**config.mk**
```make
export PLATFORM = sky130hd
export DESIGN_NAME = cor_ctrl
export DESIGN_NICKNAME = d
export VERILOG_FILES = /design/src/rtl/core/cor_pkg.sv /design/src/rtl/core/cor_ctrl.sv
export SDC_FILE = /design/constraint.sdc
export NUM_CORES = 1
export LEC_CHECK = 0
export BUFFER_PORTS_ARGS = -buffer_cell sky130_fd_sc_hd__buf_2
export CAP_MARGIN = 15
export CORE_AREA = 2 2 89 112
export CTS_CLUSTER_SIZE = 16
export DETAILED_ROUTE_END_ITERATION = 16
export DIE_AREA = 0 0 91 114
export PLACE_DENSITY = 0.57
export SLEW_MARGIN = 0
export SYNTH_ARGS = -nofsm -noshare
export SYNTH_HDL_FRONTEND = slang
export SYNTH_SLANG_ARGS = --single-unit
```
**constraint.sdc**
```tcl
create_clock -name clk -period 4.3 [get_ports clk]
set_input_delay 1.075 -clock clk [delete_from_list [all_inputs] [get_ports clk]]
set_output_delay 1.075 -clock clk [all_outputs]
set_load 0.02 [all_outputs]
```
**src/rtl/core/cor_pkg.sv**
```systemverilog
`timescale 1ns / 1ps
// ----------------------------------------------------------------------------
// cor_pkg: shared types and constants for the circle overlap resolver
// Word types, datapath command/status groups, fixed-point widths.
// ----------------------------------------------------------------------------
package cor_pkg;

  localparam int COORD_BITS      = 24;
  localparam int MAX_OBJECTS_DEF = 64;
  localparam int OUT_INDEX_W     = 6;

  // fixed-point widths
  localparam int SUM_W   = (COORD_BITS > 22) ? COORD_BITS + 2 : 24;
  localparam int MAG_W   = 22;               // |offset| below the far limit
  localparam int SPAN_W  = 21;
  localparam int ROOT_W  = 23;
  localparam int SQ_W    = 46;
  localparam int REM_W   = 26;
  localparam int PROD_W  = 44;
  localparam int DREM_W  = 24;
  localparam int Q_W     = 22;
  localparam int STEP_W  = 6;
  localparam int SQRT_STEPS = SQ_W / 2;
  localparam int DIV_STEPS  = PROD_W;

  // configuration registers
  localparam int CFG_IDX_W  = 3;
  localparam int CFG_DATA_W = 24;
  localparam logic [CFG_IDX_W-1:0] CFG_OBJ_RADIUS = 3'd0;
  localparam logic [CFG_IDX_W-1:0] CFG_SPH_RADIUS = 3'd1;
  localparam logic [CFG_IDX_W-1:0] CFG_SPH_X      = 3'd2;
  localparam logic [CFG_IDX_W-1:0] CFG_SPH_Z      = 3'd3;
  localparam logic [CFG_IDX_W-1:0] CFG_PASS_COUNT = 3'd4;

  typedef struct packed {
    logic signed [COORD_BITS-1:0] in_x;
    logic signed [COORD_BITS-1:0] in_z;
    logic                         in_last;
  } in_word_t;

  typedef struct packed {
    logic [OUT_INDEX_W-1:0]       out_index;
    logic signed [COORD_BITS-1:0] out_x;
    logic signed [COORD_BITS-1:0] out_z;
    logic                         out_last;
  } out_word_t;

  typedef struct packed {
    logic load_in;     // write input word at addr
    logic rd_req;      // read store at addr
    logic cap_a;       // capture read data as object A
    logic cap_b;       // capture read data as object B
    logic cap_sph;     // load sphere center as B
    logic sph_mode;    // span = object + sphere radius
    logic diff;
    logic square;
    logic sqrt_init;
    logic sqrt_step;
    logic check;
    logic zero_dir;
    logic mul;
    logic div_init_x;
    logic div_init_z;  // also takes x quotient
    logic div_step;
    logic take_qz;
    logic wr_a;
    logic wr_b;
    logic out_load;
    logic out_last;
  } dp_cmd_t;

  typedef struct packed {
    logic       hit;
    logic       d_zero;
    logic       out_busy;
    logic [3:0] pass_count;
  } dp_status_t;

endpackage

```
**src/rtl/core/cor_ctrl.sv**
```systemverilog
`timescale 1ns / 1ps
// ----------------------------------------------------------------------------
// cor_ctrl: sequencer for load, pair passes, sphere pass and readout
// Owns object count, pair indices, pass counter and step counter.
// ----------------------------------------------------------------------------
module cor_ctrl
  import cor_pkg::*;
#(
  parameter int MAX_OBJECTS = MAX_OBJECTS_DEF,
  parameter int IW          = $clog2(MAX_OBJECTS),
  parameter int CW          = $clog2(MAX_OBJECTS + 1)
) (
  input  logic                   clk,
  input  logic                   rst,
  input  logic                   in_valid,
  output logic                   in_stall,
  input  logic                   in_last,
  input  dp_status_t             status,
  output dp_cmd_t                cmd,
  output logic [IW-1:0]          addr,
  output logic [OUT_INDEX_W-1:0] out_index
);

  localparam logic [4:0] S_LOAD  = 5'd0;
  localparam logic [4:0] S_START = 5'd1;
  localparam logic [4:0] S_RDA   = 5'd2;
  localparam logic [4:0] S_RDB   = 5'd3;
  localparam logic [4:0] S_CAPB  = 5'd4;
  localparam logic [4:0] S_SRD   = 5'd5;
  localparam logic [4:0] S_SCAP  = 5'd6;
  localparam logic [4:0] S_DIFF  = 5'd7;
  localparam logic [4:0] S_SQ    = 5'd8;
  localparam logic [4:0] S_SQI   = 5'd9;
  localparam logic [4:0] S_SQRT  = 5'd10;
  localparam logic [4:0] S_CHK   = 5'd11;
  localparam logic [4:0] S_BR    = 5'd12;
  localparam logic [4:0] S_ZERO  = 5'd13;
  localparam logic [4:0] S_MUL   = 5'd14;
  localparam logic [4:0] S_DIVIX = 5'd15;
  localparam logic [4:0] S_DIVX  = 5'd16;
  localparam logic [4:0] S_DIVIZ = 5'd17;
  localparam logic [4:0] S_DIVZ  = 5'd18;
  localparam logic [4:0] S_TAKEZ = 5'd19;
  localparam logic [4:0] S_WRA   = 5'd20;
  localparam logic [4:0] S_WRB   = 5'd21;
  localparam logic [4:0] S_NEXT  = 5'd22;
  localparam logic [4:0] S_EWAIT = 5'd23;
  localparam logic [4:0] S_ECAP  = 5'd24;

  localparam logic [CW-1:0] MAX_CNT = CW'(MAX_OBJECTS);

  logic [4:0]        state, state_next;
  logic [CW-1:0]     cnt, cnt_next;
  logic [IW-1:0]     i, i_next, j, j_next;
  logic [3:0]        p, p_next;
  logic              sph, sph_next;
  logic [STEP_W-1:0] step, step_next;

  logic [CW-1:0] i_p1, i_p2, j_p1;
  assign i_p1 = CW'(i) + CW'(1);
  assign i_p2 = CW'(i) + CW'(2);
  assign j_p1 = CW'(j) + CW'(1);

  assign in_stall  = (state != S_LOAD);
  assign out_index = OUT_INDEX_W'(i);

  always_comb begin
    state_next = state;
    cnt_next   = cnt;
    i_next     = i;
    j_next     = j;
    p_next     = p;
    sph_next   = sph;
    step_next  = step;
    cmd        = '0;
    cmd.sph_mode = sph;
    addr       = i;

    unique case (state)
      S_LOAD: begin
        if (in_valid) begin
          if (cnt < MAX_CNT) begin
            cmd.load_in = 1'b1;
            addr        = cnt[IW-1:0];
            cnt_next    = cnt + CW'(1);
          end
          if (in_last) begin
            state_next = S_START;
          end
        end
      end
      S_START: begin
        i_next = '0;
        j_next = IW'(1);
        p_next = '0;
        if (status.pass_count != 4'd0 && cnt >= CW'(2)) begin
          sph_next   = 1'b0;
          state_next = S_RDA;
        end else begin
          sph_next   = 1'b1;
          state_next = S_SRD;
        end
      end
      S_RDA: begin
        cmd.rd_req = 1'b1;
        state_next = S_RDB;
      end
      S_RDB: begin
        cmd.cap_a  = 1'b1;
        cmd.rd_req = 1'b1;
        addr       = j;
        state_next = S_CAPB;
      end
      S_CAPB: begin
        cmd.cap_b  = 1'b1;
        state_next = S_DIFF;
      end
      S_SRD: begin
        cmd.rd_req = 1'b1;
        state_next = S_SCAP;
      end
      S_SCAP: begin
        cmd.cap_a   = 1'b1;
        cmd.cap_sph = 1'b1;
        state_next  = S_DIFF;
      end
      S_DIFF: begin
        cmd.diff   = 1'b1;
        state_next = S_SQ;
      end
      S_SQ: begin
        cmd.square = 1'b1;
        state_next = S_SQI;
      end
      S_SQI: begin
        cmd.sqrt_init = 1'b1;
        step_next     = '0;
        state_next    = S_SQRT;
      end
      S_SQRT: begin
        cmd.sqrt_step = 1'b1;
        step_next     = step + STEP_W'(1);
        if (step == STEP_W'(SQRT_STEPS - 1)) state_next = S_CHK;
      end
      S_CHK: begin
        cmd.check  = 1'b1;
        state_next = S_BR;
      end
      S_BR: begin
        if (!status.hit)        state_next = S_NEXT;
        else if (status.d_zero) state_next = S_ZERO;
        else                    state_next = S_MUL;
      end
      S_ZERO: begin
        cmd.zero_dir = 1'b1;
        state_next   = S_WRA;
      end
      S_MUL: begin
        cmd.mul    = 1'b1;
        state_next = S_DIVIX;
      end
      S_DIVIX: begin
        cmd.div_init_x = 1'b1;
        step_next      = '0;
        state_next     = S_DIVX;
      end
      S_DIVX: begin
        cmd.div_step = 1'b1;
        step_next    = step + STEP_W'(1);
        if (step == STEP_W'(DIV_STEPS - 1)) state_next = S_DIVIZ;
      end
      S_DIVIZ: begin
        cmd.div_init_z = 1'b1;
        step_next      = '0;
        state_next     = S_DIVZ;
      end
      S_DIVZ: begin
        cmd.div_step = 1'b1;
        step_next    = step + STEP_W'(1);
        if (step == STEP_W'(DIV_STEPS - 1)) state_next = S_TAKEZ;
      end
      S_TAKEZ: begin
        cmd.take_qz = 1'b1;
        state_next  = S_WRA;
      end
      S_WRA: begin
        cmd.wr_a   = 1'b1;
        state_next = sph ? S_NEXT : S_WRB;
      end
      S_WRB: begin
        cmd.wr_b   = 1'b1;
        addr       = j;
        state_next = S_NEXT;
      end
      S_NEXT: begin
        if (sph) begin
          if (i_p1 < cnt) begin
            i_next     = i + IW'(1);
            state_next = S_SRD;
          end else begin
            i_next     = '0;
            state_next = S_EWAIT;
          end
        end else if (j_p1 < cnt) begin
          j_next     = j + IW'(1);
          state_next = S_RDA;
        end else if (i_p2 < cnt) begin
          i_next     = i + IW'(1);
          j_next     = i_p2[IW-1:0];
          state_next = S_RDA;
        end else if ({1'b0, p} + 5'd1 < {1'b0, status.pass_count}) begin
          p_next     = p + 4'd1;
          i_next     = '0;
          j_next     = IW'(1);
          state_next = S_RDA;
        end else begin
          sph_next   = 1'b1;
          i_next     = '0;
          state_next = S_SRD;
        end
      end
      S_EWAIT: begin
        if (!status.out_busy) begin
          cmd.rd_req = 1'b1;
          state_next = S_ECAP;
        end
      end
      S_ECAP: begin
        cmd.out_load = 1'b1;
        cmd.out_last = (i_p1 == cnt);
        if (i_p1 == cnt) begin
          cnt_next   = '0;
          state_next = S_LOAD;
        end else begin
          i_next     = i + IW'(1);
          state_next = S_EWAIT;
        end
      end
      default: state_next = S_LOAD;
    endcase
  end

  always_ff @(posedge clk) begin
    if (rst) begin
      state <= S_LOAD;
      cnt   <= '0;
      i     <= '0;
      j     <= '0;
      p     <= '0;
      sph   <= 1'b0;
      step  <= '0;
    end else begin
      state <= state_next;
      cnt   <= cnt_next;
      i     <= i_next;
      j     <= j_next;
      p     <= p_next;
      sph   <= sph_next;
      step  <= step_next;
    end
  end

  a_cnt_bound: assert property (@(posedge clk) disable iff (rst) cnt <= MAX_CNT)
    else $error("object count above store depth");

  a_pair_order: assert property (@(posedge clk) disable iff (rst)
    (state == S_RDB) |-> (j > i))
    else $error("pair read with j not above i");

  a_wrb_pair: assert property (@(posedge clk) disable iff (rst)
    (state == S_WRB) |-> !sph)
    else $error("second write during sphere pass");

  a_div_steps: assert property (@(posedge clk) disable iff (rst)
    (state == S_DIVX || state == S_DIVZ) |-> (step < STEP_W'(DIV_STEPS)))
    else $error("divider step count overrun");

endmodule

```
==> results of run 1 <==
-- final timing paths --
check | cells past startpoint | slack, ns | from | endpoint
worst min register to register | 2 | 0.50 | p[1] | p[1]
worst max-delay path | 8 | 0.46 | out_index[0] | cmd[0]
worst max register to register | 11 | 0.89 | out_index[0] | state[1]
worst min-delay path | 2 | 0.50 | p[1] | p[1]
-- critical path: cells and delay by family, from the launching register on --
| kind | cells | cell delay, ns |
|---|---|---|
| buffers and inverters | 1 | 0.24 |
| AND/OR/NAND/NOR | 5 | 1.22 |
| flip-flops | 1 | 0.46 |
| adder cells (fa/ha/maj) | 2 | 0.55 |
-- synthesized netlist by cell type, types with 3 or more instances --
cell type	number	area, µm²
nor2_1	38	143
a21o_1	7	52.6
a21oi_1	32	160
nor2b_1	6	37.5
o22ai_1	6	37.5
or4b_1	3	30.0
nand3b_1	4	30.0
a31oi_1	11	68.8
nand2_1	26	97.6
inv_1	25	93.8
nand3_1	23	115
buf_4	3	22.5
nor3_1	13	65.1
nand2b_1	5	31.3
or3b_1	3	26.3
o21ai_0	14	70.1
a211oi_1	4	30.0
nand4_1	4	25.0
o21a_1	3	22.5
a22oi_1	4	30.0
ha_1	30	375
or3_1	9	56.3
buf_2	4	20.0
and2_1	3	18.8
nor4_1	5	31.3
dfxtp_1	35	701
clkbuf_1	15	56.3
o31ai_1	4	30.0
xnor2_1	12	105
a22o_1	4	35.0
xor2_1	5	43.8
a21boi_0	4	30.0
or2_2	4	25.0
and3_1	6	37.5
-- power breakdown --
part           internal (mW)  total, mW  switching, mW
Combinational          0.273      0.757          0.484
Sequential             0.361      0.426         0.0653
Clock                  0.288      0.429          0.141
-- area by class of cell --
class | instances | area [µm²]
clock buffers | 6 | 139
well taps | 126 | 158
clock inverters | 2 | 35.0
fillers | 1042 | 5750
repair buffers | 50 | 265
flip-flops and latches | 35 | 701
multi-input cells | 334 | 2270
inverters | 25 | 93.8
-- through the flow --
stage / cell area, µm² / worst slack, ns / util, % / hold WS, ns
2_1_floorplan: 3170 / 0.946 / - / 0.459
3_3_place_gp: 3480 / 0.861 / 37.0 / 0.481
3_5_place_dp: 3480 / 0.753 / 37.0 / 0.482
4_1_cts: 3660 / 0.437 / 38.9 / 0.494
5_1_grt: 3660 / 0.270 / 38.9 / 0.511
6_report: 3660 / 0.456 / 38.9 / 0.495
-- flip-flops by register name, summed over array words and instances, names as in the netlist --
signal     flops
cnt            7
j              6
state          5
out_index      6
step           6
sph            1
p              4
-- logic make-up (layout without fill, tap and decap cells) --
group,count (synthesis),in the layout,synth area share [%]
AO/OA/AOI/OAI,114,114,24.2
XOR/XNOR,17,17,4.69
adder cells (fa/ha/maj),30,30,11.8
buffers and inverters,50,83,6.67
flip-flops,35,35,22.1
multiplexers,1,1,0.316
AND/OR/NAND/NOR,172,172,30.2
-- placed cells by master, fill, tap and decap left out, types with 4 or more instances in the layout --
cell and instances:
nand2_1 26, xnor2_1 12, a31oi_1 11, clkbuf_16 5
nor2b_1 6, buf_4 6, dfxtp_1 35, a21o_1 7
nand2b_1 5, or2_2 4, a21oi_1 32, o31ai_1 4
buf_2 44, o22ai_1 6, or3_1 9, xor2_1 5
o21ai_0 14, nand3b_1 4, a22o_1 4, and3_1 6
nand4_1 4, ha_1 30, a22oi_1 4, nor2_1 38
inv_1 25, nand3_1 23, a211oi_1 4, nor4_1 4
nor3_1 13, a21boi_0 4
-- metal layers --
layer | track usage (%) | up-vias | wire length, µm | part of all wire [%]
met3 | 3.17 | 18 | 327 | 3.6
met4 | 7.07 | 0 | 219 | 2.4
met1 | 22.2 | 1507 | 4080 | 45
met2 | 32.1 | 71 | 4540 | 50
met5 | 0 | - | 0 | 0
li1 | - | 1603 | - | -
==> summary.txt, run 1 <==
first-pass GRT wire length: 15400 µm
clk_skew: 0.00723 ns
post-CTS setup buffers: 0
Clock Path Buffers: 2
Avg Inst Size Synth: 7.57 µm²
GPL Wtd Cong: 0.888
flops & latches, synth: 35
DPL Wire Length: 7080 µm
most frequent CP cell: ha_1
area grow syn2layout: 15.3%
sequential fraction of the synthesis area: 22.1%
critical path required time: 3.22 ns
via/cell ratio: 5.53
Hold Fails Final Rpt: 0
number of gates resized after cts: 0
RSZ-0062 raised after global routing: no
Synth Cell Area: 3170 µm²
post-synth net total: 460
Slew Limit Fails: 0
routed via count: 3199
Initial Util: 33.7%
maximum VDD drop: 0.153 mV
Max Fclk: 260 MHz
row cnt: 40
clk slew on worst S/H paths: 0.06 ns
leakage: 1.52 nW
Critical Path AT: 2.77 ns
CTS Buf Count: 5
crit-path cells: ha_1, nand3_1, and2_1, or2_2, ha_1, nand4_1, nor4_4, buf_2
CP max FO: 8
# placed instances: 570
HP Class: reg2reg
root buf cell: clkbuf_16
Slew @ Worst Pin: 0.813 ns
All-Layer GR Usage: 18.3%
fin crit period: 3.84 ns
Final Setup Violations: 0
Tcrit/Tclk final: 89.4%
Clock Latency Late Sink: 0.29 ns
total iterations of the first detailed-routing run: 4
Crit path largest cell delay: 0.46 ns
Die Ht: 114 µm
CTS tree: yes
htree depth: 2
Rel. slew slack: 45.3%
Synth async-reset ratio: 0%
Worst Path Class, Setup: reg2out
TritonCTS Sinks: 35
critical path launch point type: flip-flop
CTS Hold Bufs: 0
post-route ant nets: 0
IO buf count: 44
Max Cap Viol: 0
Iter 0 DRT Violations: 123
num ports: 45
Detailed Route WL: 9160 µm
non-filler cells, final: 578
net count reported at finish: 492
largest net degree at the start of global routing: 27
Die ar.: 10400 µm²
library cells used by synthesis: 70
GR Overflow Total: 0
Synth Flop Type: dfxtp_1
Worst path slowest cell: dfxtp_1
Syn Inst Count: 419
ant diodes: 0
WL per Instance: 15.9 µm
share of layout cells above drive strength 1: 17.0%
EDFF count, synth: 0
vias in the first global route: 3064
initial antenna violation count: 0
TNS Setup: 0 ns
outcome: completed
Die Wd: 91 µm
Power, Total: 1.61 mW
Core Area: 9410 µm²
DRC: 0
YS warnings: 0
pwr/cell area: 441 nW/µm²
Worst setup EP type: output port
Power figures use the tool's default switching activity.
==> inputs of run 2 (changes only) <==
Settings changed: RECOVER_POWER set to 50.
==> run 2 against run 1 <==
Net effect: total power decreased by 0.85%; clock power about the same; count of clock-buffer cells in the layout unchanged; sequential share of layout area increased by 0.21 points; core utilization decreased by 0.43 points; sequential cell count unchanged; global-route usage unchanged; critical endpoint unchanged.
==> summary.txt, run 2 (synthesis results as in run 1) <==
outcome: completed
htree depth: 2 (unchanged)
Critical Path AT: 2.74 ns (-0.03 ns)
Max Fclk: 262 MHz (+0.64%)
CP Depth: 8 (unchanged)
R2R Path End: state[1]
Initial Util: 33.7% (unchanged)
Crit path largest cell delay: 0.46 ns (about the same)
Largest register FFs: 7 (unchanged)
clk slew on worst S/H paths: 0.06 ns (about the same)
WP buf/inv: 1 (unchanged)
ant diodes: 0 (unchanged)
Core Area: 9410 µm² (unchanged)
post-CTS setup buffers: 0 (unchanged)
DPL Wire Length: 7080 µm (unchanged)
most common cell after layout, fill and taps aside: nor2_1
Clock Latency Late Sink: 0.29 ns (about the same)
initial antenna violation count: 0 (unchanged)
area grow syn2layout: 14.0%
Critical Path Source: out_index[0]
Max Cap Viol: 0 (unchanged)
Slew @ Worst Pin: 0.811 ns (-0.00134 ns)
TNS Setup: 0 ns (unchanged)
TritonCTS Sinks: 35 (unchanged)
root buf cell: clkbuf_16
crit-path cells: ha_1, nand3_1, and2_1, or2_2, ha_1, nand4_1, nor4_4, buf_2
post-route ant nets: 0 (unchanged)
Detailed Route WL: 9150 µm (-0.15%)
Final Setup Violations: 0 (unchanged)
most frequent cells in the layout: nor2_1 (39), dfxtp_1 (35), a21oi_1 (32), ha_1 (30), nand2_1 (26)
R2R Setup Slk: 0.89 ns (about the same)
Hold Fails Final Rpt: 0 (unchanged)
HP Class: reg2reg
number of gates resized after cts: 0 (unchanged)
GPL Wtd Cong: 0.888 (unchanged)
Worst path slowest cell: dfxtp_1
vias in the first global route: 3064 (unchanged)
GR Overflow Total: 0 (unchanged)
Die ar.: 10400 µm² (unchanged)
net count reported at finish: 492 (unchanged)
maximum VDD drop: 0.153 mV (+0.37%)
critical path required time: 3.22 ns (about the same)
row cnt: 40 (unchanged)
clk_skew: 0.00676 ns (-0.000475 ns)
DRC: 0 (unchanged)
CTS Hold Bufs: 0 (unchanged)
CP max FO: 8 (unchanged)
largest net degree at the start of global routing: 27 (unchanged)
most frequent CP cell: ha_1
fin crit period: 3.82 ns (-0.0245 ns)
Die Wd: 91 µm (unchanged)
R2R Path Start: out_index[0]
critical path endpoint: cmd[0]
share of layout cells above drive strength 1: 11.3% (-5.8 points)
first-pass GRT wire length: 15400 µm (unchanged)
critical path's top delay family: simple AND/OR/NAND/NOR gates
Core Util, Final: 38.4% (-0.43 points)
Worst Path Class, Setup: reg2out
Tcrit/Tclk final: 88.8% (-0.57 points)
RSZ-0062 raised after global routing: no
IO buf count: 44 (unchanged)
Worst setup EP type: output port
All-Layer GR Usage: 18.3% (unchanged)
total iterations of the first detailed-routing run: 4 (unchanged)
FILL cells: 1051 (+0.86%)
Clock Path Buffers: 2 (unchanged)
CTS Buf Count: 5 (unchanged)
Reg with most FFs: cnt
Slew Limit Fails: 0 (unchanged)
Rel. slew slack: 45.4% (+0.090 points)
Iter 0 DRT Violations: 128 (+4.1%)
Die Ht: 114 µm (unchanged)
leakage: 1.41 nW (-7.1%)
WL per Instance: 15.8 µm (-0.15%)
routed via count: 3180 (-0.59%)
CTS tree: yes
footprint of the multi-input gates: 2260 µm² (-0.33%)
via/cell ratio: 5.50 (-0.59%)
pwr/cell area: 442 nW/µm² (+0.25%)
num ports: 45 (unchanged)
critical path launch point type: flip-flop
FF+latch area: 701 µm² (unchanged)
reg2reg path depth: 11 (unchanged)
run 2: worst min-delay path by stage:
stage          cells past startpoint  slack [ns]  startpoint    to
3_3_place_gp                       2        0.48        p[1]  p[1]
6_report                           2        0.50        p[1]  p[1]
2_1_floorplan                      2        0.46        p[1]  p[1]
3_5_place_dp                       2        0.48        p[1]  p[1]
4_1_cts                            2        0.49        p[1]  p[1]
5_1_grt                            2        0.51        p[3]  p[3]
run 2: worst reg2reg max path, stage by stage, from the launching register on:
cell and delay [ns]:
dfxtp_1 0.46, ha_1 0.27, nand3_1 0.14, and2_1 0.21, or2_2 0.30, ha_1 0.29, nand4_1 0.21, o2111ai_1 0.48
o31ai_1 0.16, a2111oi_0 0.38, o211ai_1 0.15, o31a_1 0.25
run 2: area by class of cell:
type	count	area share [%]
clock inverter	2	0.969
clock buffer	6	3.84
timing repair buffer	50	6.43
tap	126	4.36
sequential	35	19.4
multi-input combinational	334	62.4
inverter	25	2.59
run 2: through the flow:
step	hold WS, ns	area, µm²	cells	total power [mW]	setup WS [ns]
floorplan	0.459	3170	419	0.992	0.946
global placement	0.481	3480	570	1.18	0.861
detailed placement	0.482	3480	570	1.19	0.753
CTS	0.494	3660	578	1.62	0.437
global route	0.511	3620	578	1.71	0.288
finish	0.495	3620	578	1.60	0.481
run 2: routing by layer:
layer | vias to the layer above | track usage [%] | wire length (µm)
li1 | 1602 | - | -
met1 | 1496 | 22.2 | 4090
met2 | 65 | 32.1 | 4550
met3 | 17 | 3.17 | 310
met4 | 0 | 7.07 | 201
met5 | - | 0 | 0
run 2: power breakdown:
part / switching, mW / internal, mW / leakage [nW]
Combinational: 0.481 / 0.262 / 1.04
Clock: 0.142 / 0.288 / 0.0868
Sequential: 0.0652 / 0.361 / 0.283
Total: 0.688 / 0.911 / 1.41
==> inputs of run 3 (changes only) <==
Settings changed: CTS_BUF_LIST set to sky130_fd_sc_hd__clkbuf_16.
==> run 3 against run 2 <==
Net effect: cell area fell by 0.28%; final cell count is the same; non-clock buffer count did not move; worst setup slack gained 0.0012 ns; core utilization is 0.11 points lower; count of clock-buffer cells in the layout is 1 lower; register-to-register slack is essentially flat; die area unchanged; critical endpoint unchanged.
==> summary.txt, run 3 (synthesis results as in run 1) <==
root buf cell: clkbuf_16
CP max FO: 8 (unchanged)
most common cell after layout, fill and taps aside: nor2_1
Worst setup EP type: output port
Die Ht: 114 µm (unchanged)
Critical Path AT: 2.74 ns (about the same)
clock share of power: 26.0% (-0.9 points)
Die Wd: 91 µm (unchanged)
Largest register FFs: 7 (unchanged)
most frequent cells in the layout: nor2_1 (39), dfxtp_1 (35), a21oi_1 (32), ha_1 (30), nand2_1 (26)
FILL cells: 1052 (+0.095%)
critical path launch point type: flip-flop
GPL Wtd Cong: 0.888 (unchanged)
routed via count: 3179 (-0.031%)
initial antenna violation count: 0 (unchanged)
Clock Path Buffers: 2 (unchanged)
Logic pwr share: 47.0% (+0.5 points)
dpl cell area: 3480 µm² (unchanged)
All-Layer GR Usage: 18.3% (unchanged)
largest net degree at the start of global routing: 27 (unchanged)
TNS Setup: 0 ns (unchanged)
ant diodes: 0 (unchanged)
via/cell ratio: 5.50 (about the same)
Worst Path Class, Setup: reg2out
DRC: 0 (unchanged)
switching share of power: 43.5% (+0.45 points)
Tcrit/Tclk final: 88.8% (about the same)
critical path required time: 3.22 ns (about the same)
post-CTS setup buffers: 0 (unchanged)
outcome: completed
Core Area: 9410 µm² (unchanged)
area grow syn2layout: 13.7%
share of layout cells above drive strength 1: 11.1% (-0.22 points)
Iter 0 DRT Violations: 128 (unchanged)
Initial Util: 33.7% (unchanged)
clk slew on worst S/H paths: 0.06 ns (about the same)
GR Overflow Total: 0 (unchanged)
RSZ-0062 raised after global routing: no
leakage: 1.40 nW (-0.40%)
CTS tree: yes
Max Fclk: 262 MHz (about the same)
non-filler cells, final: 578 (unchanged)
htree depth: 2 (unchanged)
IO buf count: 44 (unchanged)
Clock Latency Late Sink: 0.29 ns (about the same)
number of gates resized after cts: 0 (unchanged)
total iterations of the first detailed-routing run: 4 (unchanged)
maximum VDD drop: 0.153 mV (about the same)
row cnt: 40 (unchanged)
CTS Hold Bufs: 0 (unchanged)
post-route ant nets: 0 (unchanged)
HP Class: reg2reg
Hold Fails Final Rpt: 0 (unchanged)
CTS Buf Count: 5 (unchanged)
Slew Limit Fails: 0 (unchanged)
Max Cap Viol: 0 (unchanged)
# placed instances: 570 (unchanged)
DPL Wire Length: 7080 µm (unchanged)
WL per Instance: 15.8 µm (about the same)
num ports: 45 (unchanged)
Slew @ Worst Pin: 0.811 ns (unchanged)
Detailed Route WL: 9150 µm (about the same)
internal power: 893 µW (-2.0%)
fin crit period: 3.82 ns (-0.00118 ns)
net count reported at finish: 492 (unchanged)
Reg with most FFs: cnt
first-pass GRT wire length: 15400 µm (unchanged)
TritonCTS Sinks: 35 (unchanged)
register share of total power: 27.0% (+0.4 points)
pwr/cell area: 438 nW/µm² (-0.91%)
Die ar.: 10400 µm² (unchanged)
Rel. slew slack: 45.4% (unchanged)
fin area: 3610 µm² (-0.28%)
vias in the first global route: 3064 (unchanged)
sw power: 687 µW (-0.15%)
clk_skew: 0.00676 ns (unchanged)
Final Setup Violations: 0 (unchanged)
Hold Slack: 0.495 ns (unchanged)
## run 3: changes by cell type in the layout (fill, tap and decap cells not counted), sizes merged
cell and change:
clkbuf -1, clkinv +1
## run 3: worst paths after layout
check / cells after the start / end / start / slack (ns)
setup / recovery: 8 / cmd[0] / out_index[0] / 0.48
hold / removal: 2 / p[1] / p[1] / 0.50
setup reg to reg: 11 / state[1] / out_index[0] / 0.90
hold reg to reg: 2 / p[1] / p[1] / 0.50
## run 3: power groups by stage
stage,logic (mW),registers (mW),clock network [mW]
5_1_grt,0.828,0.432,0.435
3_5_place_dp,0.753,0.433,0
2_1_floorplan,0.595,0.397,0
6_report,0.743,0.426,0.411
3_3_place_gp,0.749,0.434,0
4_1_cts,0.757,0.426,0.421
## run 3: per-stage QoR
| stage | worst slack, ns | util, % | total power [mW] |
|---|---|---|---|
| 3_3_place_gp | 0.861 | 37.0 | 1.18 |
| 2_1_floorplan | 0.946 | - | 0.992 |
| 5_1_grt | 0.289 | 38.3 | 1.70 |
| 6_report | 0.482 | 38.3 | 1.58 |
| 3_5_place_dp | 0.753 | 37.0 | 1.19 |
| 4_1_cts | 0.438 | 38.8 | 1.60 |
## run 3: worst max-delay path: stages, from the launching register on
cell and delay [ns]:
dfxtp_1 0.46, ha_1 0.26, nand3_1 0.13, and2_1 0.21, or2_2 0.29, ha_1 0.29, nand4_1 0.21, nor4_4 0.36
buf_2 0.23
## run 3: final cells by class
class	instances	area, µm²	share of cell area [%]
clock buffer	5	125	3.47
clock inverter	3	38.8	1.08
tap	126	158	4.37
inverter	25	93.8	2.60
timing repair buffer	50	233	6.45
sequential	35	701	19.4
multi-input combinational	334	2260	62.6
## run 3: routing by layer
metal	wire [µm]	vias to the layer above	global-route usage (%)
met4	201	0	7.07
met3	310	17	3.17
met2	4550	65	32.1
li1	-	1602	-
met1	4080	1495	22.2
met5	0	-	0
